$ cat src/ipf_pkg.sv
// Shared types, codes and character constants for the integer printf formatter.
// This package has no dependencies. Every other file in src except ipf_checker uses it.
package ipf_pkg;

  localparam int CHUNK_BYTES     = 8;
  localparam int MAX_FIELD_WIDTH = 255;
  localparam int NUM_DIGITS      = 64;
  localparam int BCD_DIGITS      = 20;
  localparam int BITS_PER_STAGE  = 8;

  // Conversion kinds.
  localparam logic [2:0] KIND_SDEC = 3'd0;
  localparam logic [2:0] KIND_UDEC = 3'd1;
  localparam logic [2:0] KIND_OCT  = 3'd2;
  localparam logic [2:0] KIND_HEXL = 3'd3;
  localparam logic [2:0] KIND_HEXU = 3'd4;
  localparam logic [2:0] KIND_BIN  = 3'd5;

  // Operand size codes.
  localparam logic [1:0] SIZE_8  = 2'd0;
  localparam logic [1:0] SIZE_16 = 2'd1;
  localparam logic [1:0] SIZE_32 = 2'd2;
  localparam logic [1:0] SIZE_64 = 2'd3;

  // ASCII characters.
  localparam logic [7:0] CH_SPACE = 8'h20;
  localparam logic [7:0] CH_BANG  = 8'h21;
  localparam logic [7:0] CH_PLUS  = 8'h2B;
  localparam logic [7:0] CH_MINUS = 8'h2D;
  localparam logic [7:0] CH_ZERO  = 8'h30;
  localparam logic [7:0] CH_UA    = 8'h41;
  localparam logic [7:0] CH_UX    = 8'h58;
  localparam logic [7:0] CH_LA    = 8'h61;
  localparam logic [7:0] CH_LX    = 8'h78;

  typedef struct packed {
    logic [2:0]  kind;
    logic [63:0] mag;
    logic        neg;
    logic        left;
    logic        plus;
    logic        zpad;
    logic        blank;
    logic        alt;
    logic [7:0]  width;
    logic [7:0]  prec;
  } item_t;

  typedef struct packed {
    item_t       it;
    logic [63:0] rem;
    logic [79:0] bcd;
  } conv_t;

  typedef struct packed {
    logic [8:0]   b1;
    logic [8:0]   b2;
    logic [8:0]   b3;
    logic [8:0]   b4;
    logic [8:0]   len;
    logic [7:0]   pre0;
    logic [7:0]   pre1;
    logic         upper;
    logic [255:0] dig;
  } layout_t;

  function automatic logic [7:0] digit_char(input logic [3:0] d, input logic upper);
    logic [7:0] c;
    if (d < 4'd10) begin
      c = CH_ZERO + {4'd0, d};
    end else begin
      c = (upper ? CH_UA : CH_LA) + {4'd0, d - 4'd10};
    end
    return c;
  endfunction

endpackage

$ cat src/ipf_chunker.sv
// Chunk sequencer: walks one laid-out field and emits up to eight characters a beat.
// Depends on ipf_pkg.
module ipf_chunker (
  input  logic             clk,
  input  logic             rst,
  input  logic             pend_valid,
  input  ipf_pkg::layout_t pend,
  output logic             load,
  output logic             out_valid,
  input  logic             out_stall,
  output logic [63:0]      text_bytes,
  output logic [3:0]       byte_count,
  output logic             last_chunk,
  output logic [8:0]       field_length
);

  logic             busy;
  logic [9:0]       pos;
  ipf_pkg::layout_t cur;

  logic [63:0] word;
  logic [3:0]  k;
  logic [9:0]  j0;
  logic [9:0]  p;
  logic [2:0]  idx;
  logic [31:0] win;
  logic [9:0]  rem;
  logic [3:0]  n;
  logic        last;
  logic        emit;

  always_comb begin
    word = '0;
    k    = '0;
    win  = cur.dig[255:224];
    j0   = (pos < {1'b0, cur.b3}) ? ({1'b0, cur.b3} - pos) : 10'd0;
    p    = pos;
    idx  = '0;
    for (int j = 0; j < ipf_pkg::CHUNK_BYTES; j++) begin
      p   = pos + 10'(j);
      idx = 3'(10'(j) - j0);
      if (p >= {1'b0, cur.len}) begin
        word[8*j +: 8] = 8'd0;
      end else if (p < {1'b0, cur.b1}) begin
        word[8*j +: 8] = ipf_pkg::CH_SPACE;
      end else if (p < {1'b0, cur.b2}) begin
        word[8*j +: 8] = (p == {1'b0, cur.b1}) ? cur.pre0 : cur.pre1;
      end else if (p < {1'b0, cur.b3}) begin
        word[8*j +: 8] = ipf_pkg::CH_ZERO;
      end else if (p < {1'b0, cur.b4}) begin
        word[8*j +: 8] = ipf_pkg::digit_char(win[(7 - idx)*4 +: 4], cur.upper);
        k = k + 4'd1;
      end else begin
        word[8*j +: 8] = ipf_pkg::CH_SPACE;
      end
    end
    rem  = {1'b0, cur.len} - pos;
    last = (rem <= 10'(ipf_pkg::CHUNK_BYTES));
    n    = last ? rem[3:0] : 4'(ipf_pkg::CHUNK_BYTES);
    emit = busy && (!out_valid || !out_stall);
    load = pend_valid && (!busy || (emit && last));
  end

  always_ff @(posedge clk) begin
    if (rst) begin
      busy      <= 1'b0;
      out_valid <= 1'b0;
    end else begin
      if (emit) begin
        out_valid    <= 1'b1;
        text_bytes   <= word;
        byte_count   <= n;
        last_chunk   <= last;
        field_length <= cur.len;
      end else if (!out_stall) begin
        out_valid <= 1'b0;
      end
      if (load) begin
        busy <= 1'b1;
        pos  <= '0;
        cur  <= pend;
      end else if (emit) begin
        pos     <= pos + 10'(ipf_pkg::CHUNK_BYTES);
        cur.dig <= cur.dig << {k, 2'b00};
        if (last) begin
          busy <= 1'b0;
        end
      end
    end
  end

endmodule

$ cat config.mk
export PLATFORM = sky130hd
export DESIGN_NAME = ipf_chunker
export DESIGN_NICKNAME = d
export VERILOG_FILES = /design/src/ipf_pkg.sv /design/src/ipf_chunker.sv
export SDC_FILE = /design/constraint.sdc
export NUM_CORES = 1
export LEC_CHECK = 0
export ABC_AREA = 1
export BUFFER_PORTS_ARGS = -buffer_cell sky130_fd_sc_hd__buf_2
export CORE_MARGIN = 2
export CORE_UTILIZATION = 60
export DETAILED_ROUTE_END_ITERATION = 16
export PLACE_DENSITY = 0.89
export RECOVER_POWER = 50
export REMOVE_ABC_BUFFERS = 1
export SETUP_SLACK_MARGIN = 0.5
export SYNTH_ARGS = -nofsm -noshare
export SYNTH_HDL_FRONTEND = slang
export SYNTH_SLANG_ARGS = --single-unit
$ cat constraint.sdc
create_clock -name clk -period 37.1 [get_ports clk]
set_input_delay 1.855 -clock clk [delete_from_list [all_inputs] [get_ports clk]]
set_output_delay 1.855 -clock clk [all_outputs]
set_load 0.02 [all_outputs]
=== After elaboration in Yosys (flattened, before gate mapping) ===
Cells that the tools add are included.

* Bits in registers: 408
* Bits of input ports: 322
* Output and inout port bits: 80

* Add/subtract/negate cells: 57
* $lt $le $gt $ge: 49
* Equal/unequal tests: 9
* Shifts and indexed selects: 9
* Multiplexer cells: 98
* Bitwise logic cells: 1
* Reduce and logical (&&, ||, !) cells: 22

{| class="wikitable"
|+ Operators with widths
! kind !! number
|-
| 256-bit two-way mux || 2
|-
| 10-bit by 9-bit < comparator with 1-bit output || 32
|-
| 8-bit two-way mux || 40
|-
| 32-bit by 33-bit indexed part select with 4-bit output || 8
|-
| 256-bit by 6-bit << shifter with 256-bit output || 1
|-
| 4-bit two-way mux || 35
|-
| 10-bit by 9-bit equality test with 1-bit output || 8
|-
| 10-bit by 9-bit greater-or-equal comparator with 1-bit output || 8
|-
| 6-bit by 4-bit adder with 7-bit output (first input constant) || 8
|-
| 8-bit by 4-bit adder with 8-bit output || 7
|-
| 6-bit two-way mux || 9
|-
| 10-bit by 3-bit adder with 10-bit output (second input constant) || 4
|-
| 4-bit < comparator (second input constant) || 8
|-
| 3-bit by 3-bit subtractor with 4-bit output (first input constant) || 8
|-
| 4-bit subtractor (second input constant) || 8
|-
| 4-bit by 1-bit adder with 4-bit output (second input constant) || 7
|-
| 10-bit by 2-bit adder with 10-bit output (second input constant) || 2
|-
| 2-bit OR reduction || 8
|-
| 3-bit subtractor (first input constant) || 4
|-
| 10-bit by 1-bit adder with 10-bit output (second input constant) || 1
|-
| 10-bit by 4-bit adder with 10-bit output (second input constant) || 1
|-
| 10-bit by 4-bit <= comparator with 1-bit output (second input constant) || 1
|-
| 1-bit two-way mux || 10
|-
| 10-bit two-way mux || 1
|-
| 13 further kinds || 24
|}

=== Longest topological paths before layout ===
* Word-level depth: 51
* Mapped depth: 41
* Depth with buffers taken out: 41

=== Worst setup path before layout ===
No wires, ideal clock.

* Path type: input to register
* From: in out_stall
* To: reg cur[0] (netlist bit) (enable)
* Data arrival time: 12769 ps
* Required time: 36502 ps
* Setup slack: 23733 ps
* Stages on the path: 5
* Path buffers: 0
* Cell sequence: nand2_1 -> inv_1 -> nor3_1 -> nor2_1 -> inv_1

* Longest elaborated chain between the ends: 8

{| class="wikitable"
|+ Ends and longest elaborated chain
! element !! line !! text
|-
| start: declaration || ipf_chunker.sv:10 || <nowiki>input logic out_stall,</nowiki>
|-
| 1-bit zero test * || -- ||
|-
| 1-bit logical OR * || ipf_chunker.sv:60 || <nowiki>emit = busy && (!out_valid || !out_stall);</nowiki>
|-
| 1-bit logical AND * || ipf_chunker.sv:60 ||
|-
| 1-bit logical AND || ipf_chunker.sv:61 || <nowiki>load = pend_valid && (!busy || (emit && last));</nowiki>
|-
| 1-bit logical OR || ipf_chunker.sv:61 ||
|-
| 1-bit logical AND || ipf_chunker.sv:61 ||
|-
| 2-bit nonzero test (no source line) * || -- ||
|-
| 2-bit AND reduction (no source line) * || -- ||
|-
| end signal: assignment || ipf_chunker.sv:81 || <nowiki>cur <= pend;</nowiki>
|-
| end: declaration || ipf_chunker.sv:19 || <nowiki>ipf_pkg::layout_t cur;</nowiki>
|}

Mark *: on every way between the ends. The rest lies on a longest branch, timed or not.
A chain may end at the register's enable or synchronous reset.

=== Worst setup path in the final report ===
* From: in rst
* To: reg cur[43] (netlist bit) (enable)

* Longest elaborated chain between the ends: 2

{| class="wikitable"
|+ Ends and longest elaborated chain
! element !! line !! text
|-
| start: declaration || ipf_chunker.sv:5 || <nowiki>input logic rst,</nowiki>
|-
| 1-bit inverter (no source line) || -- ||
|-
| 2-bit AND reduction (no source line) || -- ||
|}

No other way between the ends.

==> run metrics <==
Layout area overhead 9.65%; CP max FO 105; I/O pins 402; vias post-DR 33600; R2R cell count 6; CP Cell Sequence clkbuf_1, nor3_1, clkbuf_1, nor2_1, clkinvlp_2, clkbuf_1; status complete, but fails checks; antenna violations before repair 8; CP max stage delay 3230 ps; CORE AREA 51600 µm²; CP arrival 12480 ps; end of the critical path cur[43]; nets 5162; Synth cell types 56; max cap viols 5; grt ovf 0; clock sinks 405; minimum clock period 12380 ps; die area about 54000 µm²; startpoint types input pin; final WL 102000 µm; DIE WIDTH 233 µm; CP max stage cell clkbuf_1; layout cells sized above 1 9.90%; register area share after synthesis around 39%; Post-synth EDFFs slightly above 400; cell area after layout 34500 µm²; routed len/inst 18.6 µm; critical path depth 6; final hold vios 0; asr flop ratio synth 0%; Clock Latency Late Sink 610 ps; Port-buffer cells 401; drt drc 0; worst hold start out_valid; Leak 15.6 nW; Tot GR Track Use 36.8%; first-pass GRT wire length 159000 µm; slack of the worst reg-to-reg path 25780 ps; Via density just over 6; Post-DRT Antenna Nets 0; worst vdd ir ~0.038 mV; Mapped Area 31500 µm²; Setup CP Type in -> reg; hpwl dp slightly above 70000 µm; initial core utilization 61.0%; critical path endpoint category flop; setup violators final 0; Post-CTS Setup Bufs 0; Hold Path Class reg -> reg; clock tree buffer depth 3; TritonCTS clock tree built; failing checks capacitance limit, slew limit; Final TNS setup 0 ps; measured slew at the worst slew-check pin between 4000 and 5000 ps; placer congestion estimate ~1.0; Rel. slew slack -223%; PnR worst setup slack 24720 ps; largest net degree at the start of global routing 252; RR Endpoint cur[43]; setup slack at placement 28140 ps; post-synthesis average cell area a little under 7 µm²; DP Area 33200 µm²; DR pass1 iterations 6; clock skew 21.2 ps; Max Slew Vio Count about 380; r2r startpoint busy; via count of the first global-routing pass 30300; clock root buffer clkbuf_16; fmax 80.8 MHz; final total power around 1.8 mW; WP buf/inv 4; Clock transition at path regs 60 ps; post-cts resize count 0; crit path launch rst; final period utilization 33.4%; CP Data Required Time between 30000 and 40000 ps; critical path's most frequent cell clkbuf_1; Cells after Synth 4576; Max H-tree Level 2; PD cells 51.6 nW/µm²; RSZ-0062 raised after global routing false; row count 83; 1st-iter DRT viols 4414; Hold-fix buffers, CTS 0; TritonCTS buffer count 46; Chip Height 233 µm; Worst path top cell family by delay buffers and inverters; Synth Flop Type edfxtp_1; fill count ~4500; flops & latches, synth approximately 410; Yosys warning total 0
[synth_stat cells, types with 11 or more instances]
cell type	n	area [µm²]
a21oi_1	69	345
a31oi_1	13	81.3
buf_1	17	63.8
buf_2	109	546
buf_4	25	188
buf_6	14	158
clkbuf_1	103	387
edfxtp_1	403	12100
ha_1	62	776
inv_1	248	931
inv_2	19	71.3
nand2_1	1656	6220
nand2_2	21	131
nand3_1	1340	6710
nor2_1	83	312
nor2_2	15	93.8
nor2_4	11	124
o21ai_0	215	1080
o21ai_1	35	175
[power breakdown]
part / total, mW / leakage (nW) / internal (mW) / switching [mW]
Combinational: 0.703 / 11.1 / 0.216 / 0.487
Sequential: 0.616 / 3.84 / 0.587 / 0.0286
Clock: 0.461 / 0.710 / 0.261 / 0.200
[worst register-to-register path: cells and delay by family (launching register included)]
| kind | cells | cell delay [ps] |
|---|---|---|
| flip-flops | 1 | 340 |
| buffers and inverters | 4 | 9370 |
| AND/OR/NAND/NOR | 2 | 1050 |
[cell type report]
class	count	area (µm²)	share of cell area, %
inverters	272	1050	3.05
clock inverters	19	190	0.551
flip-flops and latches	405	12100	35.2
repair buffers	422	2060	5.97
diodes	2	5.00	0.0145
clock buffers	61	1270	3.68
well taps	680	851	2.47
multi-input cells	3631	16900	49.1
[stage by stage]
step / util (%) / std cells / hold WS [ps]
2_1_floorplan: - / 4308 / 442
3_3_place_gp: 64.4 / 5410 / 469
3_5_place_dp: 64.4 / 5410 / 484
4_1_cts: 67.2 / 5490 / 491
5_1_grt: 66.8 / 5491 / 511
6_report: 66.8 / 5492 / 492
[layer usage]
layer / vias up / part of all wire [%] / GRT usage (%)
met4: 10 / 5.5 / 18.1
met1: 15100 / 38 / 47.5
met5: - / 0.059 / 0
met3: 340 / 11 / 6.70
met2: 2066 / 45 / 59.6
li1: 16000 / - / -
[how the worst min path moves through the flow]
stage | end | depth (start not counted)
6_report | out_valid | 2
2_1_floorplan | out_valid | 2
5_1_grt | field_length[4] | 0
3_3_place_gp | out_valid | 2
3_5_place_dp | field_length[4] | 0
4_1_cts | out_valid | 2
[flip-flops by register name (all words and copies together), names as in the netlist]
signal and count:
text_bytes 64, out_valid 1, pos 7, last_chunk 1, busy 1, cur 318
field_length 9, byte_count 4
[cell usage in the layout (no fill, tap or decap), drive strengths merged, types with 5 or more instances in the layout]
| cell | n |
|---|---|
| o21ai | 253 |
| ha | 62 |
| nand3 | 1350 |
| or2 | 9 |
| a21oi | 72 |
| nor3 | 6 |
| a211oi | 7 |
| o211ai | 10 |
| edfxtp | 403 |
| o22ai | 5 |
| nor2 | 110 |
| clkinv | 16 |
| inv | 269 |
| nand4 | 8 |
| a31oi | 13 |
| xnor2 | 9 |
| buf | 320 |
| xor2 | 7 |
| nand2 | 1680 |
| clkbuf | 163 |
| nand3b | 5 |
[logic make-up (layout without fill, tap and decap cells)]
group                    count (synthesis)  after routing  share of synthesized area, %
other                                    0              2                             0
multiplexers                             2              2                        0.0636
XOR/XNOR                                16             16                         0.469
adder cells (fa/ha/maj)                 62             62                          2.47
AO/OA/AOI/OAI                          380            380                          6.56
AND/OR/NAND/NOR                       3171           3171                          44.3
flip-flops                             405            405                          38.6
buffers and inverters                  540            774                          7.52
Power figures use the tool's default switching activity.
