[config.mk]
export PLATFORM = sky130hd
export DESIGN_NAME = ipf_bcd_stage
export DESIGN_NICKNAME = d
export VERILOG_FILES = /design/src/ipf_pkg.sv /design/src/ipf_bcd_stage.sv
export SDC_FILE = /design/constraint.sdc
export NUM_CORES = 1
export LEC_CHECK = 0
export CAP_MARGIN = 20
export CORE_MARGIN = 2
export CORE_UTILIZATION = 45
export DETAILED_ROUTE_END_ITERATION = 7
export DONT_BUFFER_PORTS = 1
export SLEW_MARGIN = 25
export SYNTH_ARGS = -nofsm -noshare
export SYNTH_HDL_FRONTEND = slang
export SYNTH_SLANG_ARGS = --single-unit
[constraint.sdc]
create_clock -name clk -period 37.2 [get_ports clk]
set_input_delay 5.58 -clock clk [delete_from_list [all_inputs] [get_ports clk]]
set_output_delay 5.58 -clock clk [all_outputs]
set_load 0.01 [all_outputs]
[src/ipf_pkg.sv]
// Shared types, codes and character constants for the integer printf formatter.
// This package has no dependencies. Every other file in src except ipf_checker uses it.
package ipf_pkg;

  localparam int CHUNK_BYTES     = 8;
  localparam int MAX_FIELD_WIDTH = 255;
  localparam int NUM_DIGITS      = 64;
  localparam int BCD_DIGITS      = 20;
  localparam int BITS_PER_STAGE  = 8;

  // Conversion kinds.
  localparam logic [2:0] KIND_SDEC = 3'd0;
  localparam logic [2:0] KIND_UDEC = 3'd1;
  localparam logic [2:0] KIND_OCT  = 3'd2;
  localparam logic [2:0] KIND_HEXL = 3'd3;
  localparam logic [2:0] KIND_HEXU = 3'd4;
  localparam logic [2:0] KIND_BIN  = 3'd5;

  // Operand size codes.
  localparam logic [1:0] SIZE_8  = 2'd0;
  localparam logic [1:0] SIZE_16 = 2'd1;
  localparam logic [1:0] SIZE_32 = 2'd2;
  localparam logic [1:0] SIZE_64 = 2'd3;

  // ASCII characters.
  localparam logic [7:0] CH_SPACE = 8'h20;
  localparam logic [7:0] CH_BANG  = 8'h21;
  localparam logic [7:0] CH_PLUS  = 8'h2B;
  localparam logic [7:0] CH_MINUS = 8'h2D;
  localparam logic [7:0] CH_ZERO  = 8'h30;
  localparam logic [7:0] CH_UA    = 8'h41;
  localparam logic [7:0] CH_UX    = 8'h58;
  localparam logic [7:0] CH_LA    = 8'h61;
  localparam logic [7:0] CH_LX    = 8'h78;

  typedef struct packed {
    logic [2:0]  kind;
    logic [63:0] mag;
    logic        neg;
    logic        left;
    logic        plus;
    logic        zpad;
    logic        blank;
    logic        alt;
    logic [7:0]  width;
    logic [7:0]  prec;
  } item_t;

  typedef struct packed {
    item_t       it;
    logic [63:0] rem;
    logic [79:0] bcd;
  } conv_t;

  typedef struct packed {
    logic [8:0]   b1;
    logic [8:0]   b2;
    logic [8:0]   b3;
    logic [8:0]   b4;
    logic [8:0]   len;
    logic [7:0]   pre0;
    logic [7:0]   pre1;
    logic         upper;
    logic [255:0] dig;
  } layout_t;

  function automatic logic [7:0] digit_char(input logic [3:0] d, input logic upper);
    logic [7:0] c;
    if (d < 4'd10) begin
      c = CH_ZERO + {4'd0, d};
    end else begin
      c = (upper ? CH_UA : CH_LA) + {4'd0, d - 4'd10};
    end
    return c;
  endfunction

endpackage

[src/ipf_bcd_stage.sv]
// One stage of the binary to BCD converter: eight shift-and-add-3 steps.
// Depends on ipf_pkg.
module ipf_bcd_stage (
  input  logic           clk,
  input  logic           rst,
  input  logic           adv,
  input  logic           valid_i,
  input  ipf_pkg::conv_t conv_i,
  output logic           valid_o,
  output ipf_pkg::conv_t conv_o
);

  ipf_pkg::conv_t conv_next;

  always_comb begin
    conv_next = conv_i;
    for (int s = 0; s < ipf_pkg::BITS_PER_STAGE; s++) begin
      for (int d = 0; d < ipf_pkg::BCD_DIGITS; d++) begin
        if (conv_next.bcd[4*d +: 4] >= 4'd5) begin
          conv_next.bcd[4*d +: 4] = conv_next.bcd[4*d +: 4] + 4'd3;
        end
      end
      conv_next.bcd = {conv_next.bcd[78:0], conv_next.rem[63]};
      conv_next.rem = {conv_next.rem[62:0], 1'b0};
    end
  end

  always_ff @(posedge clk) begin
    if (rst) begin
      valid_o <= 1'b0;
    end else if (adv) begin
      valid_o <= valid_i;
      conv_o  <= conv_next;
    end
  end

endmodule

; Word-level counts from Yosys, hierarchy flattened
; Cells that the tools add are included.
[classes]
add_sub_neg = 160
multipliers = 0
div_mod_pow = 0
order_cmp = 160
eq_ne = 0
shift = 0
n_mux = 160
bitwise = 1
n_reduce_logical = 1
[op_table]
columns = operator, n
row1 = ">= comparator 4 x 3 -> 1 bit, second input constant", 160
row2 = "adder 4 x 2 -> 4 bit, second input constant", 152
row3 = two-way mux 4 bit, 152
row4 = "adder 3 x 2 -> 3 bit, second input constant", 8
row5 = two-way mux 3 bit, 8
row6 = AND reduction 2 bit, 1
row7 = NOT 1 bit, 1
[word_totals]
reg_bits = 226
latchBits = 0
mem_bits_rw = 0
mem_bits_ro = 0
in_bits = 237
output_inout_bits = 234
wordCells = 495
n_memories = 0

; Longest topological paths before layout
; Gate-level depths: netlist (run 1).
[depth]
ltp_word = 16
mapped_depth = 37
mapped_depth_nobuf = 35

; Worst setup path before layout (run 1)
; OpenSTA, ideal clock, no wires.
[synth_timing]
path_kind = input port to flip-flop
startpoint = input port rst
endpoint = register conv_o[0] (netlist bit) (enable)
arrival_time_ns = 15.534
required_time_ns = 36.355
path_slack_ns = 20.821
path_stages = 1
n_path_buf = 0
path_cell_list = nor2b_1
[synth_via]
elab_chain_len = 2
[synth_lines]
columns = element, line_no
row1 = "start, declared", ipf_bcd_stage.sv:5  ; input logic rst,
row2 = NOT 1 bit (no line), --
row3 = AND reduction 2 bit (no line), --
row4 = "end signal, assigned", ipf_bcd_stage.sv:33  ; conv_o <= conv_next;
row5 = "end, declared", ipf_bcd_stage.sv:10  ; output ipf_pkg::conv_t conv_o
; No other way between the ends.
; A chain may end at the register's enable or synchronous reset.

==> flow_metrics.env, run 1 <==
export IMPL_status="complete, no violations"
export IMPL_clk_latency_ns=0.56
export IMPL_endpoint_kind="flip-flop"
export IMPL_syn_instance_count=3426
export IMPL_netlist_area_leader_share_pct=24.6
export IMPL_fin_skew_ns=0
export IMPL_finalNonFillerCells=4164
export IMPL_grt_pass1_vias=24069
export IMPL_numCtsBuffers=26
export IMPL_ios=471
export IMPL_drc=0
export IMPL_dieArea_mm2=0.0630
export IMPL_ys_seq_area_share_pct=24.7
export IMPL_critPathArrivalTime_ns=13.40
export IMPL_die_width_um=251
export IMPL_drv_cap=0
export IMPL_synth_area_per_cell_um2=8.02
export IMPL_setup_violations=0
export IMPL_core_area_mm2=0.0604
export IMPL_final_antenna_net_count=0
export IMPL_r2r_setup_slack_ns=36.57
export IMPL_hold_viol=0
export IMPL_cts_resized=0
export IMPL_hold_path_class="flip-flop to flip-flop"
export IMPL_synth_edf_count=225
export IMPL_worst_endpoint_required_ns=37.53
export IMPL_place_gp_congestion=0.883
export IMPL_final_core_util_pct=47.9
export IMPL_vias_per_cell=6.39
export IMPL_cts_hold_fix_buffers=0
export IMPL_vias=26614
export IMPL_hold_ws_ns=0.564
export IMPL_synthArstFlopShare_pct=0
export IMPL_worst_path_buf_inv=4
export IMPL_syn_to_final_growth_pct=5.14
export IMPL_wl_um=73100
export IMPL_num_nets_final=3720
export IMPL_overflow=0
export IMPL_period_minus_slack_ns=13.08
export IMPL_critPathMostFrequentCell="ha_1"
export IMPL_cts_max_path_buffers=3
export IMPL_wl_per_cell_um=17.6
export IMPL_critPathMaxFanout=16
export IMPL_placedCellCount=4117
export IMPL_grt_pass1_wl_um=118000
export IMPL_critPathMaxStageDelay_ns=0.77
export IMPL_die_y_um=251
export IMPL_period_share_pct=35.2
export IMPL_crit_slowest_cell="a2111oi_4"
export IMPL_postCtsSetupBuffers=0
export IMPL_start_util_pct=45.5
export IMPL_grt_max_degree=82
export IMPL_io_buffers=0
export IMPL_path_clk_slew_ns=0.06
export IMPL_max_freq_mhz=76.5
export IMPL_netlist_cell_type_count=125
export IMPL_dpl_hpwl_um=56800
export IMPL_cts_tree="done"
export IMPL_tightestPinTransition_ns=1.01
export IMPL_ys_seq_elements=226
export IMPL_yosys_area_top_type="edfxtp_1"
export IMPL_cp_start_kind="primary input"
export IMPL_htree_levels=1
export IMPL_drv_slew=0
export IMPL_row_count=90
export IMPL_crit_type="primary input to flip-flop"
export IMPL_layout_commonest_cell="nand2_1"
export IMPL_rsz0062_at_grt="false"
export IMPL_timing_setup_tns_ns=0
export IMPL_antenna_found_initial=0
export IMPL_synth_main_ff_cell="edfxtp_1"
export IMPL_cpLargestDelayFamily="compound AO/OA/AOI/OAI gates"
export IMPL_grt_usage_pct=21.6
export IMPL_clkSinkCount=226
export IMPL_synthTopCellsByArea="edfxtp_1 25%, ha_1 5.5%, a21oi_1 5.4%"
export IMPL_drive_gt1_share_pct=6.92
export IMPL_root_buffer="clkbuf_16"
export IMPL_drt_iter0_drc=2052
export IMPL_yosysWarnings=0
export IMPL_final_cell_mix="314 x nand2_1, 294 x a21oi_1, 255 x nor2_1, 225 x edfxtp_1, 219 x o21ai_0"
export IMPL_first_pass_iters=6
export IMPL_maxSlewHeadroom_pct=32.9
export IMPL_syn_area_mm2=0.0275
-- final timing paths --
kind	start	endpoint	cells past startpoint
worst max register to register	valid_o	valid_o	2
worst max-delay path	conv_i[25]	conv_o[31]	34
worst min-delay path	valid_o	valid_o	2
worst min register to register	valid_o	valid_o	2
-- worst register-to-register path: stages, from the launching register on --
cell and delay (ns):
dfxtp_1 0.34, mux2i_1 0.13, nor2_1 0.05
-- sequential cells by signal, indices dropped and copies added (netlist names) --
signal   cells
valid_o      1
conv_o     225
-- through the flow --
step | setup WS, ns | instance area (um^2)
CTS | 24.28 | 28900
global route | 23.36 | 28900
global placement | 23.94 | 28100
detailed placement | 23.67 | 28100
floorplan | 20.82 | 27500
finish | 24.12 | 28900
-- Yosys cell counts (all sizes together), types with 23 or more instances --
| cell type | instances |
|---|---|
| nand2 | 315 |
| a21oi | 301 |
| o21ai | 266 |
| nor2 | 255 |
| edfxtp | 225 |
| inv | 167 |
| ha | 120 |
| nor3 | 118 |
| nand3 | 105 |
| a211oi | 89 |
| mux2i | 84 |
| o211ai | 82 |
| clkbuf | 73 |
| xnor2 | 72 |
| nand2b | 68 |
| a21o | 67 |
| and2 | 67 |
| o21a | 52 |
| mux2 | 50 |
| a31oi | 46 |
| a211o | 40 |
| nor2b | 40 |
| or3 | 39 |
| o22ai | 38 |
| or2 | 38 |
| buf | 36 |
| a22oi | 33 |
| and3 | 28 |
| o21bai | 28 |
| a2bb2oi | 27 |
| xor2 | 27 |
| o31ai | 26 |
| nor3b | 25 |
| nand4 | 23 |
-- kinds of logic after synthesis --
kind of cell / synth area share (%)
buffers and inverters: 4.13
adders and majority gates: 6.19
muxes: 5.32
xor gates and xnor gates: 3.57
AOI/OAI and AO/OA: 35.4
other: 0.0136
DFF: 24.7
and+or+nand+nor: 20.7
-- final cells by class --
| cell class | instances | area [um^2] |
|---|---|---|
| Antenna cell | 1 | 2.50 |
| Clock buffer | 32 | 673 |
| Clock inverter | 14 | 131 |
| Fill cell | 5773 | 31500 |
| Inverter | 169 | 637 |
| Multi-Input combinational cell | 2929 | 19600 |
| Sequential cell | 226 | 6780 |
| Tap cell | 782 | 978 |
| Timing Repair Buffer | 11 | 86.3 |
-- metal layers --
layer  global-route usage, %  part of all wire, %  vias up
li1                        -                    -    13180
met1                    27.0                   43    12646
met5                       0                    0        -
met2                    38.7                   50      707
met3                    3.06                  5.1       81
met4                    5.51                  2.1        0
Power of run 1 is not shown: default switching activity piles up to over one toggle a cycle in this logic, so the estimate is an artifact.
==> run 2: changes to the inputs <==
==> constraint.sdc (replaced) <==
create_clock -name clk -period 10.9 [get_ports clk]
set_input_delay 1.635 -clock clk [delete_from_list [all_inputs] [get_ports clk]]
set_output_delay 1.635 -clock clk [all_outputs]
set_load 0.01 [all_outputs]
==> run 2 against run 1 <==
Effect of this change: via count down 0.67%; sequential cell count unchanged; core utilization up 0.052 points; cell area up 0.11%; die area unchanged; cell count unchanged; non-clock buffer count unchanged; routed wire length down 0.44%; worst setup slack worse by 22 ns; count of clock-buffer cells in the layout down 3; register-to-register slack worse by 26 ns.
==> flow_metrics.env, run 2 (synthesis results as in run 1) <==
export IMPL_status="complete, no violations"
export IMPL_max_freq_mhz=110
export IMPL_largest_register="conv_o"
export IMPL_cp_start_kind="primary input"
export IMPL_critPathMaxStageDelay_ns=0.76
export IMPL_dpl_hpwl_um=57000
export IMPL_endpoint_kind="flip-flop"
export IMPL_critPathMostFrequentCell="ha_1"
export IMPL_cpLargestDelayFamily="compound AO/OA/AOI/OAI gates"
export IMPL_cts_max_path_buffers=3
export IMPL_syn_to_final_growth_pct=5.26
export IMPL_final_cell_mix="314 x nand2_1, 294 x a21oi_1, 255 x nor2_1, 225 x edfxtp_1, 219 x o21ai_0"
export IMPL_drv_slew=0
export IMPL_drt_iter0_drc=1981
export IMPL_path_clk_slew_ns=0.06
export IMPL_die_width_um=251
export IMPL_io_buffers=0
export IMPL_cts_tree="done"
export IMPL_grt_pass1_wl_um=117000
export IMPL_wl_um=72800
export IMPL_n_antenna_cell=0
export IMPL_dieArea_mm2=0.0630
export IMPL_place_gp_congestion=0.894
export IMPL_setup_ws_ns=1.79
export IMPL_start_util_pct=45.5
export IMPL_rsz0062_at_grt="false"
export IMPL_htree_levels=1
export IMPL_core_area_mm2=0.0604
export IMPL_vias_per_cell=6.35
export IMPL_drive_gt1_share_pct=7.01
export IMPL_clk_latency_ns=0.56
export IMPL_cts_resized=0
export IMPL_die_y_um=251
export IMPL_numCtsBuffers=26
export IMPL_final_antenna_net_count=0
export IMPL_maxSlewHeadroom_pct=33.6
export IMPL_postCtsSetupBuffers=0
export IMPL_critPathArrivalTime_ns=9.44
export IMPL_root_buffer="clkbuf_16"
export IMPL_wl_per_cell_um=17.5
export IMPL_vias=26436
export IMPL_first_pass_iters=6
export IMPL_grt_usage_pct=21.4
export IMPL_hold_viol=0
export IMPL_ios=471
export IMPL_timing_setup_tns_ns=0
export IMPL_cts_hold_fix_buffers=0
export IMPL_period_minus_slack_ns=9.11
export IMPL_setup_violations=0
export IMPL_pre_cts_slack_ns=1.23
export IMPL_drv_cap=0
export IMPL_grt_pass1_vias=23978
export IMPL_crit_slowest_cell="a2111oi_4"
export IMPL_stdcell_area_mm2=0.0289
export IMPL_crit_type="primary input to flip-flop"
export IMPL_fin_skew_ns=0
export IMPL_antenna_found_initial=0
export IMPL_placed_cell_area_mm2=0.0281
export IMPL_worst_path_buf_inv=4
export IMPL_num_nets_final=3720
export IMPL_worst_endpoint_required_ns=11.22
export IMPL_drc=0
export IMPL_layout_commonest_cell="nand2_1"
export IMPL_largest_register_ffs=225
export IMPL_clkSinkCount=226
export IMPL_hold_path_class="flip-flop to flip-flop"
export IMPL_reg_top3="conv_o (225), valid_o (1)"
export IMPL_period_share_pct=83.6
export IMPL_critPathMaxFanout=16
export IMPL_overflow=0
export IMPL_grt_max_degree=72
export IMPL_tightestPinTransition_ns=0.969
export IMPL_row_count=90
-- run 2: worst paths after layout --
path | start | end | slack (ns) | depth (start not counted)
worst max-delay path | conv_i[25] | conv_o[31] | 1.79 | 34
worst max register to register | valid_o | valid_o | 10.27 | 2
worst min-delay path | valid_o | valid_o | 0.57 | 2
worst min register to register | valid_o | valid_o | 0.57 | 2
-- run 2: final cells by class --
class,instances,area (um^2)
repair buffers,11,82.6
clock inverters,18,180
fillers,5757,31400
well taps,782,978
inverters,169,637
clock buffers,29,662
flip-flops and latches,226,6780
multi-input cells,2929,19600
-- run 2: through the flow --
stage	hold WS, ns	util [%]	instances
2_1_floorplan	0.528	-	3433
3_3_place_gp	0.550	46.5	4117
3_5_place_dp	0.559	46.5	4117
4_1_cts	0.569	47.9	4164
5_1_grt	0.590	47.9	4164
6_report	0.571	47.9	4164
-- run 2: worst min-delay path, cell delays in order, from the launching register on --
cell,delay (ns)
dfxtp_1,0.34
mux2i_1,0.14
nor2_1,0.05
-- run 2: routing by layer --
| layer | global-route usage (%) | share of wire [%] | vias up |
|---|---|---|---|
| li1 | - | - | 13181 |
| met4 | 5.82 | 2.3 | 0 |
| met2 | 38.9 | 50 | 674 |
| met1 | 26.5 | 43 | 12499 |
| met5 | 0 | 0 | - |
| met3 | 2.67 | 4.8 | 82 |
Power of run 2 is left out for the same reason.
