===== src/ipf_pkg.sv =====
// Shared types, codes and character constants for the integer printf formatter.
// This package has no dependencies. Every other file in src except ipf_checker uses it.
package ipf_pkg;

  localparam int CHUNK_BYTES     = 8;
  localparam int MAX_FIELD_WIDTH = 255;
  localparam int NUM_DIGITS      = 64;
  localparam int BCD_DIGITS      = 20;
  localparam int BITS_PER_STAGE  = 8;

  // Conversion kinds.
  localparam logic [2:0] KIND_SDEC = 3'd0;
  localparam logic [2:0] KIND_UDEC = 3'd1;
  localparam logic [2:0] KIND_OCT  = 3'd2;
  localparam logic [2:0] KIND_HEXL = 3'd3;
  localparam logic [2:0] KIND_HEXU = 3'd4;
  localparam logic [2:0] KIND_BIN  = 3'd5;

  // Operand size codes.
  localparam logic [1:0] SIZE_8  = 2'd0;
  localparam logic [1:0] SIZE_16 = 2'd1;
  localparam logic [1:0] SIZE_32 = 2'd2;
  localparam logic [1:0] SIZE_64 = 2'd3;

  // ASCII characters.
  localparam logic [7:0] CH_SPACE = 8'h20;
  localparam logic [7:0] CH_BANG  = 8'h21;
  localparam logic [7:0] CH_PLUS  = 8'h2B;
  localparam logic [7:0] CH_MINUS = 8'h2D;
  localparam logic [7:0] CH_ZERO  = 8'h30;
  localparam logic [7:0] CH_UA    = 8'h41;
  localparam logic [7:0] CH_UX    = 8'h58;
  localparam logic [7:0] CH_LA    = 8'h61;
  localparam logic [7:0] CH_LX    = 8'h78;

  typedef struct packed {
    logic [2:0]  kind;
    logic [63:0] mag;
    logic        neg;
    logic        left;
    logic        plus;
    logic        zpad;
    logic        blank;
    logic        alt;
    logic [7:0]  width;
    logic [7:0]  prec;
  } item_t;

  typedef struct packed {
    item_t       it;
    logic [63:0] rem;
    logic [79:0] bcd;
  } conv_t;

  typedef struct packed {
    logic [8:0]   b1;
    logic [8:0]   b2;
    logic [8:0]   b3;
    logic [8:0]   b4;
    logic [8:0]   len;
    logic [7:0]   pre0;
    logic [7:0]   pre1;
    logic         upper;
    logic [255:0] dig;
  } layout_t;

  function automatic logic [7:0] digit_char(input logic [3:0] d, input logic upper);
    logic [7:0] c;
    if (d < 4'd10) begin
      c = CH_ZERO + {4'd0, d};
    end else begin
      c = (upper ? CH_UA : CH_LA) + {4'd0, d - 4'd10};
    end
    return c;
  endfunction

endpackage


===== src/ipf_digits.sv =====
// Digit extraction, field layout and digit alignment, three register stages.
// Depends on ipf_pkg.
module ipf_digits (
  input  logic             clk,
  input  logic             rst,
  input  logic             adv,
  input  logic             valid_i,
  input  ipf_pkg::conv_t   conv_i,
  output logic             valid_o,
  output ipf_pkg::layout_t lay_o
);

  // Digit vector, least significant digit in the low nibble.
  logic [255:0]     dig_c;
  logic [6:0]       nd_c;
  logic             vc;
  ipf_pkg::item_t   it_c;
  logic [255:0]     dig_r;
  logic [6:0]       nd_r;

  always_comb begin
    dig_c = '0;
    unique case (conv_i.it.kind)
      ipf_pkg::KIND_OCT: begin
        for (int i = 0; i < 22; i++) begin
          if (i < 21) begin
            dig_c[4*i +: 4] = {1'b0, conv_i.it.mag[3*i +: 3]};
          end else begin
            dig_c[4*i +: 4] = {3'd0, conv_i.it.mag[63]};
          end
        end
      end
      ipf_pkg::KIND_HEXL, ipf_pkg::KIND_HEXU: begin
        dig_c[63:0] = conv_i.it.mag;
      end
      ipf_pkg::KIND_BIN: begin
        for (int i = 0; i < ipf_pkg::NUM_DIGITS; i++) begin
          dig_c[4*i +: 4] = {3'd0, conv_i.it.mag[i]};
        end
      end
      default: begin
        dig_c[79:0] = conv_i.bcd;
      end
    endcase
    nd_c = '0;
    for (int i = 0; i < ipf_pkg::NUM_DIGITS; i++) begin
      if (dig_c[4*i +: 4] != 4'd0) begin
        nd_c = 7'(i + 1);
      end
    end
  end

  always_ff @(posedge clk) begin
    if (rst) begin
      vc <= 1'b0;
    end else if (adv) begin
      vc    <= valid_i;
      it_c  <= conv_i.it;
      dig_r <= dig_c;
      nd_r  <= nd_c;
    end
  end

  // Layout of the field: spaces, prefix, zeros, digits, spaces.
  logic [6:0]       nde;
  logic [7:0]       post0;
  logic [1:0]       pre_n;
  logic [7:0]       pre0;
  logic [7:0]       pre1;
  logic [8:0]       body;
  logic [8:0]       pad;
  logic             is_zero;
  ipf_pkg::layout_t lay_d;
  logic             vd;
  logic [6:0]       nd_d;

  always_comb begin
    is_zero = (it_c.mag == 64'd0);
    nde     = is_zero ? ((it_c.prec != 8'd0) ? 7'd1 : 7'd0) : nd_r;
    post0   = (it_c.prec > {1'b0, nde}) ? (it_c.prec - {1'b0, nde}) : 8'd0;
    pre_n   = 2'd0;
    pre0    = ipf_pkg::CH_ZERO;
    pre1    = ipf_pkg::CH_LX;
    if (it_c.kind == ipf_pkg::KIND_SDEC) begin
      pre_n = (it_c.neg || it_c.plus || it_c.blank) ? 2'd1 : 2'd0;
      pre0  = it_c.neg ? ipf_pkg::CH_MINUS :
              (it_c.plus ? ipf_pkg::CH_PLUS : ipf_pkg::CH_SPACE);
    end else if (it_c.alt) begin
      if (it_c.kind == ipf_pkg::KIND_OCT) begin
        if ((!is_zero && post0 == 8'd0) || (is_zero && it_c.prec == 8'd0)) begin
          pre_n = 2'd1;
        end
      end else if (!is_zero && (it_c.kind == ipf_pkg::KIND_HEXL ||
                   it_c.kind == ipf_pkg::KIND_HEXU || it_c.kind == ipf_pkg::KIND_BIN)) begin
        pre_n = 2'd2;
        pre1  = (it_c.kind == ipf_pkg::KIND_HEXL) ? ipf_pkg::CH_LX :
                ((it_c.kind == ipf_pkg::KIND_HEXU) ? ipf_pkg::CH_UX : ipf_pkg::CH_BANG);
      end
    end
    body  = 9'(pre_n) + 9'(post0) + 9'(nde);
    pad   = ({1'b0, it_c.width} > body) ? ({1'b0, it_c.width} - body) : 9'd0;
    lay_d.b1    = (!it_c.left && !it_c.zpad) ? pad : 9'd0;
    lay_d.b2    = lay_d.b1 + 9'(pre_n);
    lay_d.b3    = lay_d.b2 + 9'(post0) + (it_c.zpad ? pad : 9'd0);
    lay_d.b4    = lay_d.b3 + 9'(nde);
    lay_d.len   = lay_d.b4 + (it_c.left ? pad : 9'd0);
    lay_d.pre0  = pre0;
    lay_d.pre1  = pre1;
    lay_d.upper = (it_c.kind == ipf_pkg::KIND_HEXU);
    lay_d.dig   = dig_r;
  end

  ipf_pkg::layout_t lay_r;

  always_ff @(posedge clk) begin
    if (rst) begin
      vd <= 1'b0;
    end else if (adv) begin
      vd    <= vc;
      lay_r <= lay_d;
      nd_d  <= nde;
    end
  end

  // Move the most significant digit to the top nibble.
  ipf_pkg::layout_t lay_e;
  logic [6:0]       sh;

  always_comb begin
    sh        = 7'(7'd64 - nd_d);
    lay_e     = lay_r;
    lay_e.dig = lay_r.dig << {sh, 2'b00};
  end

  always_ff @(posedge clk) begin
    if (rst) begin
      valid_o <= 1'b0;
    end else if (adv) begin
      valid_o <= vd;
      lay_o   <= lay_e;
    end
  end

endmodule


===== config.mk =====
export PLATFORM = sky130hd
export DESIGN_NAME = ipf_digits
export DESIGN_NICKNAME = d
export VERILOG_FILES = /design/src/ipf_pkg.sv /design/src/ipf_digits.sv
export SDC_FILE = /design/constraint.sdc
export NUM_CORES = 1
export LEC_CHECK = 0
export ABC_AREA = 1
export BUFFER_PORTS_ARGS = -buffer_cell sky130_fd_sc_hd__buf_2
export CAP_MARGIN = 15
export CORE_MARGIN = 3
export CORE_UTILIZATION = 25
export DETAILED_ROUTE_END_ITERATION = 10
export GPL_TIMING_DRIVEN = 0
export PLACE_DENSITY = 0.47
export SLEW_MARGIN = 20
export SYNTH_ARGS = -nofsm -noshare
export SYNTH_HDL_FRONTEND = slang
export SYNTH_SLANG_ARGS = --single-unit
export TNS_END_PERCENT = 1

===== constraint.sdc =====
create_clock -name clk -period 76.4 [get_ports clk]
set_input_delay 3.82 -clock clk [delete_from_list [all_inputs] [get_ports clk]]
set_output_delay 3.82 -clock clk [all_outputs]
set_load 0.01 [all_outputs]

# After elaboration in Yosys (flattened, before gate mapping)
# Cells that the tools add are included.
[classes]
eq_ne = 8
div = 0
n_addsub = 10
n_mux = 83
n_reduce_logical = 85
mul = 0
n_shift = 1
bitwise = 4
n_lt_le_gt_ge = 2
[op_table]
columns = ["cell", "n"]
rows = [
  ["$mux W7", 64],
  ["$reduce_bool A4 Y1", 64],
  ["$shl A256 B9 Y256", 1],
  ["$pmux W64 S3", 1],
  ["$mux W165", 1],
  ["$logic_not A64 Y1", 1],
  ["$pmux W16 S3", 1],
  ["$mux W9", 4],
  ["$add A9 B7 Y9", 2],
  ["$add A9 B9 Y9", 2],
  ["$logic_not A8 Y1", 2],
  ["$eq A3 B2 Y1 const B", 4],
  ["$eq A3 B3 Y1 const B", 4],
  ["$pmux W5 S2", 1],
  ["$add A2 B8 Y9", 1],
  ["$add A9 B2 Y9", 1],
  ["$add A9 B8 Y9", 1],
  ["$gt A8 B9 Y1", 1],
  ["$sub A8 B9 Y9", 1],
  ["$gt A8 B7 Y1", 1],
  ["$mux W2", 4],
  ["$mux W4", 2],
  ["$mux W8", 1],
  ["$reduce_bool A8 Y1", 1],
  ["other kinds (11)", 27],
]
[totals]
input_bits = 237
regBits = 998
ram_bits = 0
word_cells = 228
latchBits = 0
rom_bits = 0
mem_count = 0
out_inout_bits = 319

# Depth between registers and ports, before layout
# Gate-level depths: netlist (run 1).
[logic_depth]
word_depth = 67
depth_mapped = 73
depth_no_buf = 72

# Worst setup path before layout (run 1)
# Ideal clock, no wire load.
[synth_timing]
path_type = "input-to-reg"
start = "in adv"
end = "reg dig_r[0], enable pin"
cell_stages = 2
setup_time_ns = 1.822
t_required_ns = 74.578
path_slack_ns = 40.938
arrival_ns = 33.641
path_buffers = 0
path_cell_list = "inv_1 -> nor2_1"
[synth_via]
elab_chain_len = 1
[synth_rtl]
columns = ["element", "line", "rtl"]
rows = [
  ["from (decl)", "ipf_digits.sv:6", "input logic adv,"],
  ["$reduce_and A2 Y1 (no line)", "n/a", ""],
  ["to (signal assigned)", "ipf_digits.sv:59", "dig_r <= dig_c;"],
  ["to (decl)", "ipf_digits.sv:18", "logic [255:0] dig_r;"],
]
# No other way between the ends.
# A chain may end at the register's enable or synchronous reset.

==> results.md, run 1 <==
* CTS HTree Levels at 3
* Post-synthesis adder-cell area fraction at 2.77%
* Pint at 825 uW
* Post-route ant nets at 0
* First-pass GRT wire length at ~220 mm
* IO buf count at 485
* Skew-Pair Late Insertion Delay at ~700 ps
* Worst path max stage delay at roughly 570 ps
* Clock Power Share at approximately a third
* Sequential fraction of design power at 40.8%
* Final setup viols at 0
* Synth warn at 0
* Worst Tran Pin Value at 1120 ps
* Predominant post-synthesis flop cell: edfxtp_1
* Compound-Gate Fraction of Synth Area at 9.68%
* Crit path capture type: flop
* Status: completed
* Num rows at 137
* Setup TNS Final at 0 ps
* Post-Synth XOR/XNOR Area at less than 1%
* Final Max Slew Viols at 0
* Reg2Reg Depth at 68
* Die Area at about 0.15 sq mm
* Core area at 0.140 sq mm
* Simple-gate area share of the yosys netlist at 18.6%
* Initial DRT Pass Iterations at 6
* Post-route insts no fill at 6,206
* Root buf cell: clkbuf_16
* Slowest-stage cell, CP: nor4_1
* Iter 0 DRT Violations at 2,503
* Die Wd at 383 um
* Relative slew slack at 24.7%
* Min-delay src: dig_r[82]
* Crit path top cell by count: inv_1
* #FFs+latches synth at 720
* FFs w/ async S/R, synth at 0%
* Number of global-route vias before repair at roughly 29,000
* Switching power share of the total at 31.6%
* GRT Total Usage at about a fifth
* Count of flip-flops with a built-in enable after synthesis at between 700 and 800
* TritonCTS clock tree: yes
* Synthesized area at 0.0355 sq mm
* Via/cell ratio at around 4.7
* Lkg Pwr at 17.4 nW
* Via count at 29,300
* Main combinational cell family by area after synthesis: simple AND/OR/NAND/NOR gates
* CP Launch Type: flop
* Post-route setup slack at around 63,000 ps
* Layout Skew at 28.8 ps
* Syn Inst Count at 3,656
* Crit path arrival time at 13,700 ps
* Pwr/cell area at 27.5 mW/mm^2
* Hold path endpoint: lay_r[82]
* Cells after DPL at 6,051
* Largest net degree at the start of global routing at 30
* DP HPWL at roughly 130 mm
* Yosys cell types at 47
* Power share of the combinational group at 24.8%
* Antenna violations before repair at 4
* Worst slack, placed at 63,020 ps
* Max Fclk at 75.4 MHz
* WP data required at a little under 80,000 ps
* GPL Wtd Cong at 1.01
* Clock slew at reported path FFs at roughly 60 ps
* Multi-input gate area at 0.0118 sq mm
* FF/Latch Area at 0.0216 sq mm
* Layout cells sized above 1 at between 15 and 20%
* Pwr Total at 1.21 mW
* Total CTS buffers at 84
* Worst reg2reg setup slack at 63,130 ps
* Final #Nets at 4,567
* Crit Path Max Fanout at 7
* Switching pwr at 381 uW
* RSZ-0062 raised after global routing: false
* GRT overflow at 0
* Fin crit period at 13,270 ps
* RR Endpoint: lay_e[281]
* Post-CTS setup buffers at 0
* Maximum root-to-sink buffer count at 3
* WHS Path Cells at 0
* Clock Sinks at 720
* Chip height at ~380 um
* Maximum vdd drop at 0.0173 mV
* Number of fill cells at 14,900
* Sequential share of the synthesized area at 60.9%
* Max_cap viols at 0
* Avg Inst Size Synth at a little under 10 sq um
* Fin. Hold Viols at 0
* Routed wire per std cell at 25.4 um
* Final period utilization at between 15 and 20%
* # IOs at 556
* WS Path Type: reg -> reg
* Drc violations at 0
* Final wirelength at between 150 and 200 mm
* R2R Path Start: it_c[25]
* Cts repair resizes at 0
* Post-synthesis mux area share at 1.38%
* Post-CTS Hold Fix Bufs at 0
* Effective utilization at floorplan at 25.3%
* Area grow syn2layout at 23.4%
* Worst Hold Class: reg -> reg
==> synthesized netlist by cell type, types with 23 or more instances <==
| cell type | n | area [sq um] |
|---|---|---|
| clkbuf_1 | 142 | 533 |
| nor2_1 | 415 | 1560 |
| edfxtp_1 | 717 | 21500 |
| mux2i_1 | 49 | 490 |
| nor4_1 | 38 | 238 |
| a31oi_1 | 23 | 144 |
| ha_1 | 53 | 663 |
| o221ai_1 | 55 | 482 |
| nand3_1 | 152 | 761 |
| xor2_1 | 23 | 201 |
| o22ai_1 | 25 | 156 |
| nand2_1 | 998 | 3750 |
| inv_1 | 319 | 1200 |
| buf_1 | 34 | 128 |
| a21oi_1 | 63 | 315 |
| o21ai_0 | 376 | 1880 |
==> worst max-delay path, delay by kind of cell, from the launching register on <==
kind,cells,cell delay [ps]
AND/OR/NAND/NOR,25,4220
XOR/XNOR,3,480
adder cells (fa/ha/maj),13,4320
AO/OA/AOI/OAI,13,2250
buffers and inverters,14,1400
flip-flops,1,370
==> power by group through the flow <==
stage / Combinational, mW / Sequential [mW] / Clock [mW]
floorplan: 0.183 / 0.520 / 0
global placement: 0.292 / 0.528 / 0
detailed placement: 0.298 / 0.501 / 0
CTS: 0.299 / 0.493 / 0.426
global route: 0.331 / 0.495 / 0.442
finish: 0.298 / 0.492 / 0.415
==> flip-flops by register name, indices dropped and copies added (netlist names) <==
signal and cells:
lay_r 126, vd 1, lay_o 309, lay_e 53, nd_d 7, it_c 89
dig_r 126, valid_o 1, vc 1, nd_r 7
==> kinds of logic (layout without fill, tap and decap cells) <==
kind of cell | count (synthesis) | count (layout)
xor+xnor | 34 | 34
buf+inv | 530 | 1198
fa+ha+maj | 69 | 69
flops | 720 | 720
simple gates | 1652 | 1652
mux | 49 | 49
other cells | 2 | 8
compound gates | 600 | 600
==> area by class of cell <==
class                      instances  area share [%]
sequential                       720            49.3
multi-input combinational       2410            27.0
timing repair buffer             515            7.07
tap                             1876            5.36
clock buffer                      97            4.96
inverter                         328            2.81
buffer                           202            1.97
clock inverter                    56            1.52
antenna                            2          0.0114
==> layer usage <==
layer	part of all wire, %	GRT usage (%)	vias up
li1	-	-	13700
met3	5.3	2.72	257
met2	47	35.0	1128
met1	43	27.2	14200
met4	4.5	9.15	4
met5	0.013	0	-
==> stage by stage <==
| stage | util (%) | hold slack [ps] | cell area [sq um] |
|---|---|---|---|
| CTS | 31.2 | 414 | 43800 |
| floorplan | - | 400 | 35500 |
| global route | 31.2 | 419 | 43800 |
| global placement | 28.7 | 401 | 40300 |
| finish | 31.2 | 412 | 43800 |
| detailed placement | 29.2 | 405 | 40900 |
==> cells in the final DEF (no fill, tap or decap), drive strengths merged, types with 38 or more instances in the layout <==
cell	count
nand2	999
edfxtp	717
buf	575
nor2	418
o21ai	377
inv	330
clkbuf	239
nand3	152
a21oi	64
o221ai	55
ha	53
mux2i	49
nor4	38
==> worst max path at each step <==
stage,startpoint,endpoint,cells after the start
finish,it_c[25],lay_e[281],68
global placement,adv,lay_r[3],3
CTS,it_c[25],lay_e[281],68
floorplan,adv,dig_r[0],2
global route,it_c[25],lay_e[281],68
detailed placement,it_c[25],lay_e[281],68
(Power assumes the default switching activity.)
==> run 2, diff against run 1 <==
--- a/config.mk
+++ b/config.mk
@@ -5,14 +5,14 @@
 export SDC_FILE = /design/constraint.sdc
 export NUM_CORES = 1
 export LEC_CHECK = 0
-export ABC_AREA = 1
+export ABC_AREA = 0
 export BUFFER_PORTS_ARGS = -buffer_cell sky130_fd_sc_hd__buf_2
 export CAP_MARGIN = 15
 export CORE_MARGIN = 3
 export CORE_UTILIZATION = 25
 export DETAILED_ROUTE_END_ITERATION = 10
 export GPL_TIMING_DRIVEN = 0
-export PLACE_DENSITY = 0.47
+export PLACE_DENSITY = 0.48
 export SLEW_MARGIN = 20
 export SYNTH_ARGS = -nofsm -noshare
 export SYNTH_HDL_FRONTEND = slang
==> constraint.sdc (replaced) <==
create_clock -name clk -period 12 [get_ports clk]
set_input_delay 0.6 -clock clk [delete_from_list [all_inputs] [get_ports clk]]
set_output_delay 0.6 -clock clk [all_outputs]
set_load 0.01 [all_outputs]
==> results.md, run 2 <==
* Die Wd at 391 um
* Post-route design area at 0.0456 sq mm
* Hold path endpoint: it_c[70]
* Fin. Hold Viols at 0
* Lkg Pwr at about 17 nW
* WS Path Type: reg -> reg
* CP Launch Type: flop
* Register ranked first by flip-flop count: lay_o
* Crit path launch: it_c[33]
* Post-synthesis adder-cell area fraction at 2.66%
* Via/cell ratio at 5.24
* Fin crit period at 11,280 ps
* Clock Sinks at 720
* Synthesized area at 0.0370 sq mm
* GRT Total Usage at between 20% and 30%
* Main combinational cell family by area after synthesis: compound AO/OA/AOI/OAI gates
* Skew-Pair Late Insertion Delay at approximately 700 ps
* Final setup viols at 0
* WP data required at between 10,000 and 15,000 ps
* R2R Path Start: it_c[33]
* Share of the synthesized area in the top cell type at between 50% and 60%
* Max reg flops at 309
* Initial DRT Pass Iterations at 6
* Post-route ant nets at 0
* Pwr Total at 7.84 mW
* Simple-gate area share of the yosys netlist at between 10% and 20%
* Crit path capture type: flop
* Cells after DPL at 5,543
* Most common cell in the netlist: edfxtp_1
* First-pass GRT wire length at 230 mm
* Compound-Gate Fraction of Synth Area at 12.6%
* Routed wl met2 at 76.2 mm
* DP HPWL at 136 mm
* Family with the most delay on the worst path: adder cells
* Total CTS buffers at 80
* Final wirelength at 168 mm
* Predominant post-synthesis flop cell: edfxtp_1
* Sequential fraction of design power at 40.1%
* Placed cell area at between 0.04 and 0.05 sq mm
* Synth warn at 0
* Commonest cells post-synth: edfxtp_1 (717), nor2_1 (381), nand2_1 (277), a21oi_1 (185), clkbuf_1 (129)
* CTS HTree Levels at 3
* #FFs+latches synth at between 700 and 800
* Layout Skew at 42.7 ps
* Worst reg2reg setup slack at 720 ps
* Via count at 29,900
* Worst path max stage delay at 610 ps
* Root buf cell: clkbuf_16
* Switching power share of the total at 32.3%
* WHS Path Cells at 1
* Num rows at 140
* Final period utilization at a little over nine tenths
* Clock slew at reported path FFs at 60 ps
* Antenna violations before repair at 12
* Post-CTS Hold Fix Bufs at 0
* Final #Nets at 4,027
* Pint at ~5.3 mW
* FFs w/ async S/R, synth at 0%
* Die Area at around 0.15 sq mm
* Worst Path Buf+Inv at 4
* Sequential share of the synthesized area at between 50% and 60%
* GPL Wtd Cong at 1.01
* Post-Synth XOR/XNOR Area at 1.32%
* Worst Tran Pin Value at between 1000 and 1500 ps
* Worst slack, placed at -1660 ps
* Final Max Slew Viols at 0
* Crit path arrival time at ~12,000 ps
* Min Hold Slack at approximately 86 ps
* Reg2Reg Depth at 47
* Synth area leaders: edfxtp_1 (58%), mux4_2 (4.4%), nor2_1 (3.9%), mux2i_1 (3.4%), nand2_1 (2.8%)
* Drc violations at 0
* Area grow syn2layout at 23.1%
* Layout cells sized above 1 at between 20% and 30%
* Number of fill cells at around 15,000
* Min-delay src: conv_i[214]
* Number of global-route vias before repair at ~29,000
* Final core utilization at 31.1%
* # IOs at between 500 and 600
* Yosys top cell by area: edfxtp_1
* Setup TNS Final at 0 ps
* Power share of the combinational group at 28.4%
* Syn Inst Count at just over 3,000
* Largest net degree at the start of global routing at 31
* Crit path top cell by count: ha_1
* Maximum root-to-sink buffer count at 3
* Post-route setup slack at about 720 ps
* Slowest-stage cell, CP: or4_4
* Post-route insts no fill at 5,713
* Largest regs: lay_o x309, dig_r x126, lay_r x126
* Worst Hold Class: in -> reg
* Highest routed layer: met4
* Iter 0 DRT Violations at 3,360
* Most common cell after layout, fill and taps aside: edfxtp_1
* IO buf count at a little under 500
* TritonCTS clock tree: yes
* Most frequent cells in the layout: edfxtp_1 (717), buf_2 (533), nor2_1 (380), nand2_1 (276), a21oi_1 (181)
* Maximum vdd drop at about 0.11 mV
* Switching pwr at 2.54 mW
* Crit Path Max Fanout at 10
* Max Fclk at 88.7 MHz
* RR Endpoint: lay_e[281]
* Relative slew slack at 15.4%
* Status: completed
* GRT overflow at 0
* Effective utilization at floorplan at around a quarter
* Avg Inst Size Synth at about 12 sq um
* Max_cap viols at 0
* Post-synthesis mux area share at between 8 and 9%
* Yosys cell types at between 70 and 80
* Met1 Routed Length at 73.0 mm
* Core area at roughly 0.15 sq mm
* Chip height at 391 um
* Pwr/cell area at 172 mW/mm^2
* Routed wire per std cell at between 20 and 30 um
* Count of flip-flops with a built-in enable after synthesis at 717
* Metal3 WL at 12.1 mm
* Clock Power Share at 31.4%
==> run 2: cell count changes after synthesis, sizes merged, moves of 38 or more <==
cell | before | now
a21oi | 64 | 185
a221oi | 2 | 50
a22o | 0 | 47
and3 | 0 | 62
buf | 60 | 98
inv | 325 | 97
mux2i | 49 | 127
mux4 | 0 | 73
nand2 | 999 | 277
nand3 | 152 | 41
nand3b | 0 | 54
o21ai | 377 | 129
o221ai | 55 | 2
==> run 2: repair_timing <==
action / 4_1_cts / 5_1_grt
gates resized for setup: 17 / 24
endpoints found under the hold margin: 0 / 0
pin swaps: 6 / 10
setup endpoints to repair: 15 / 5
setup buffers: 10 / 5
==> run 2: metal layers <==
layer	global-route usage, %	vias up
met2	33.9	1621
met1	29.2	15000
li1	-	13000
met5	0	-
met4	7.67	0
met3	3.47	276
==> run 2: worst max-delay path by stage <==
| stage | end | slack (ps) | depth (start not counted) |
|---|---|---|---|
| finish | lay_e[281] | 720 | 47 |
| detailed placement | lay_e[281] | -1660 | 53 |
| CTS | lay_e[281] | 10 | 54 |
| global route | lay_e[281] | -1 | 56 |
| floorplan | dig_r[0] | 270 | 1 |
| global placement | dig_r[70] | -4660 | 2 |
==> run 2: cell families after synthesis <==
family,Yosys count
AO/OA/AOI/OAI,701
XOR/XNOR,54
adder cells (fa/ha/maj),69
buffers and inverters,326
flip-flops,720
multiplexers,232
other,2
AND/OR/NAND/NOR,1002
==> run 2: cell type report <==
type / count / area, sq um / area share, %
sequential: 720 / 21600 / 47.4
tap: 1917 / 2400 / 5.27
inverter: 99 / 372 / 0.816
timing repair buffer: 531 / 3270 / 7.17
multi-input combinational: 2064 / 14300 / 31.4
clock buffer: 92 / 2070 / 4.54
antenna: 9 / 22.5 / 0.0494
clock inverter: 56 / 534 / 1.17
buffer: 225 / 991 / 2.18
==> run 2: power by group through the flow <==
stage,registers (mW),logic (mW),clock network (mW)
finish,3.15,2.23,2.46
CTS,3.15,2.13,2.55
detailed placement,3.20,2.10,0
floorplan,3.23,1.35,0
global placement,3.25,2.06,0
global route,3.16,2.44,2.64
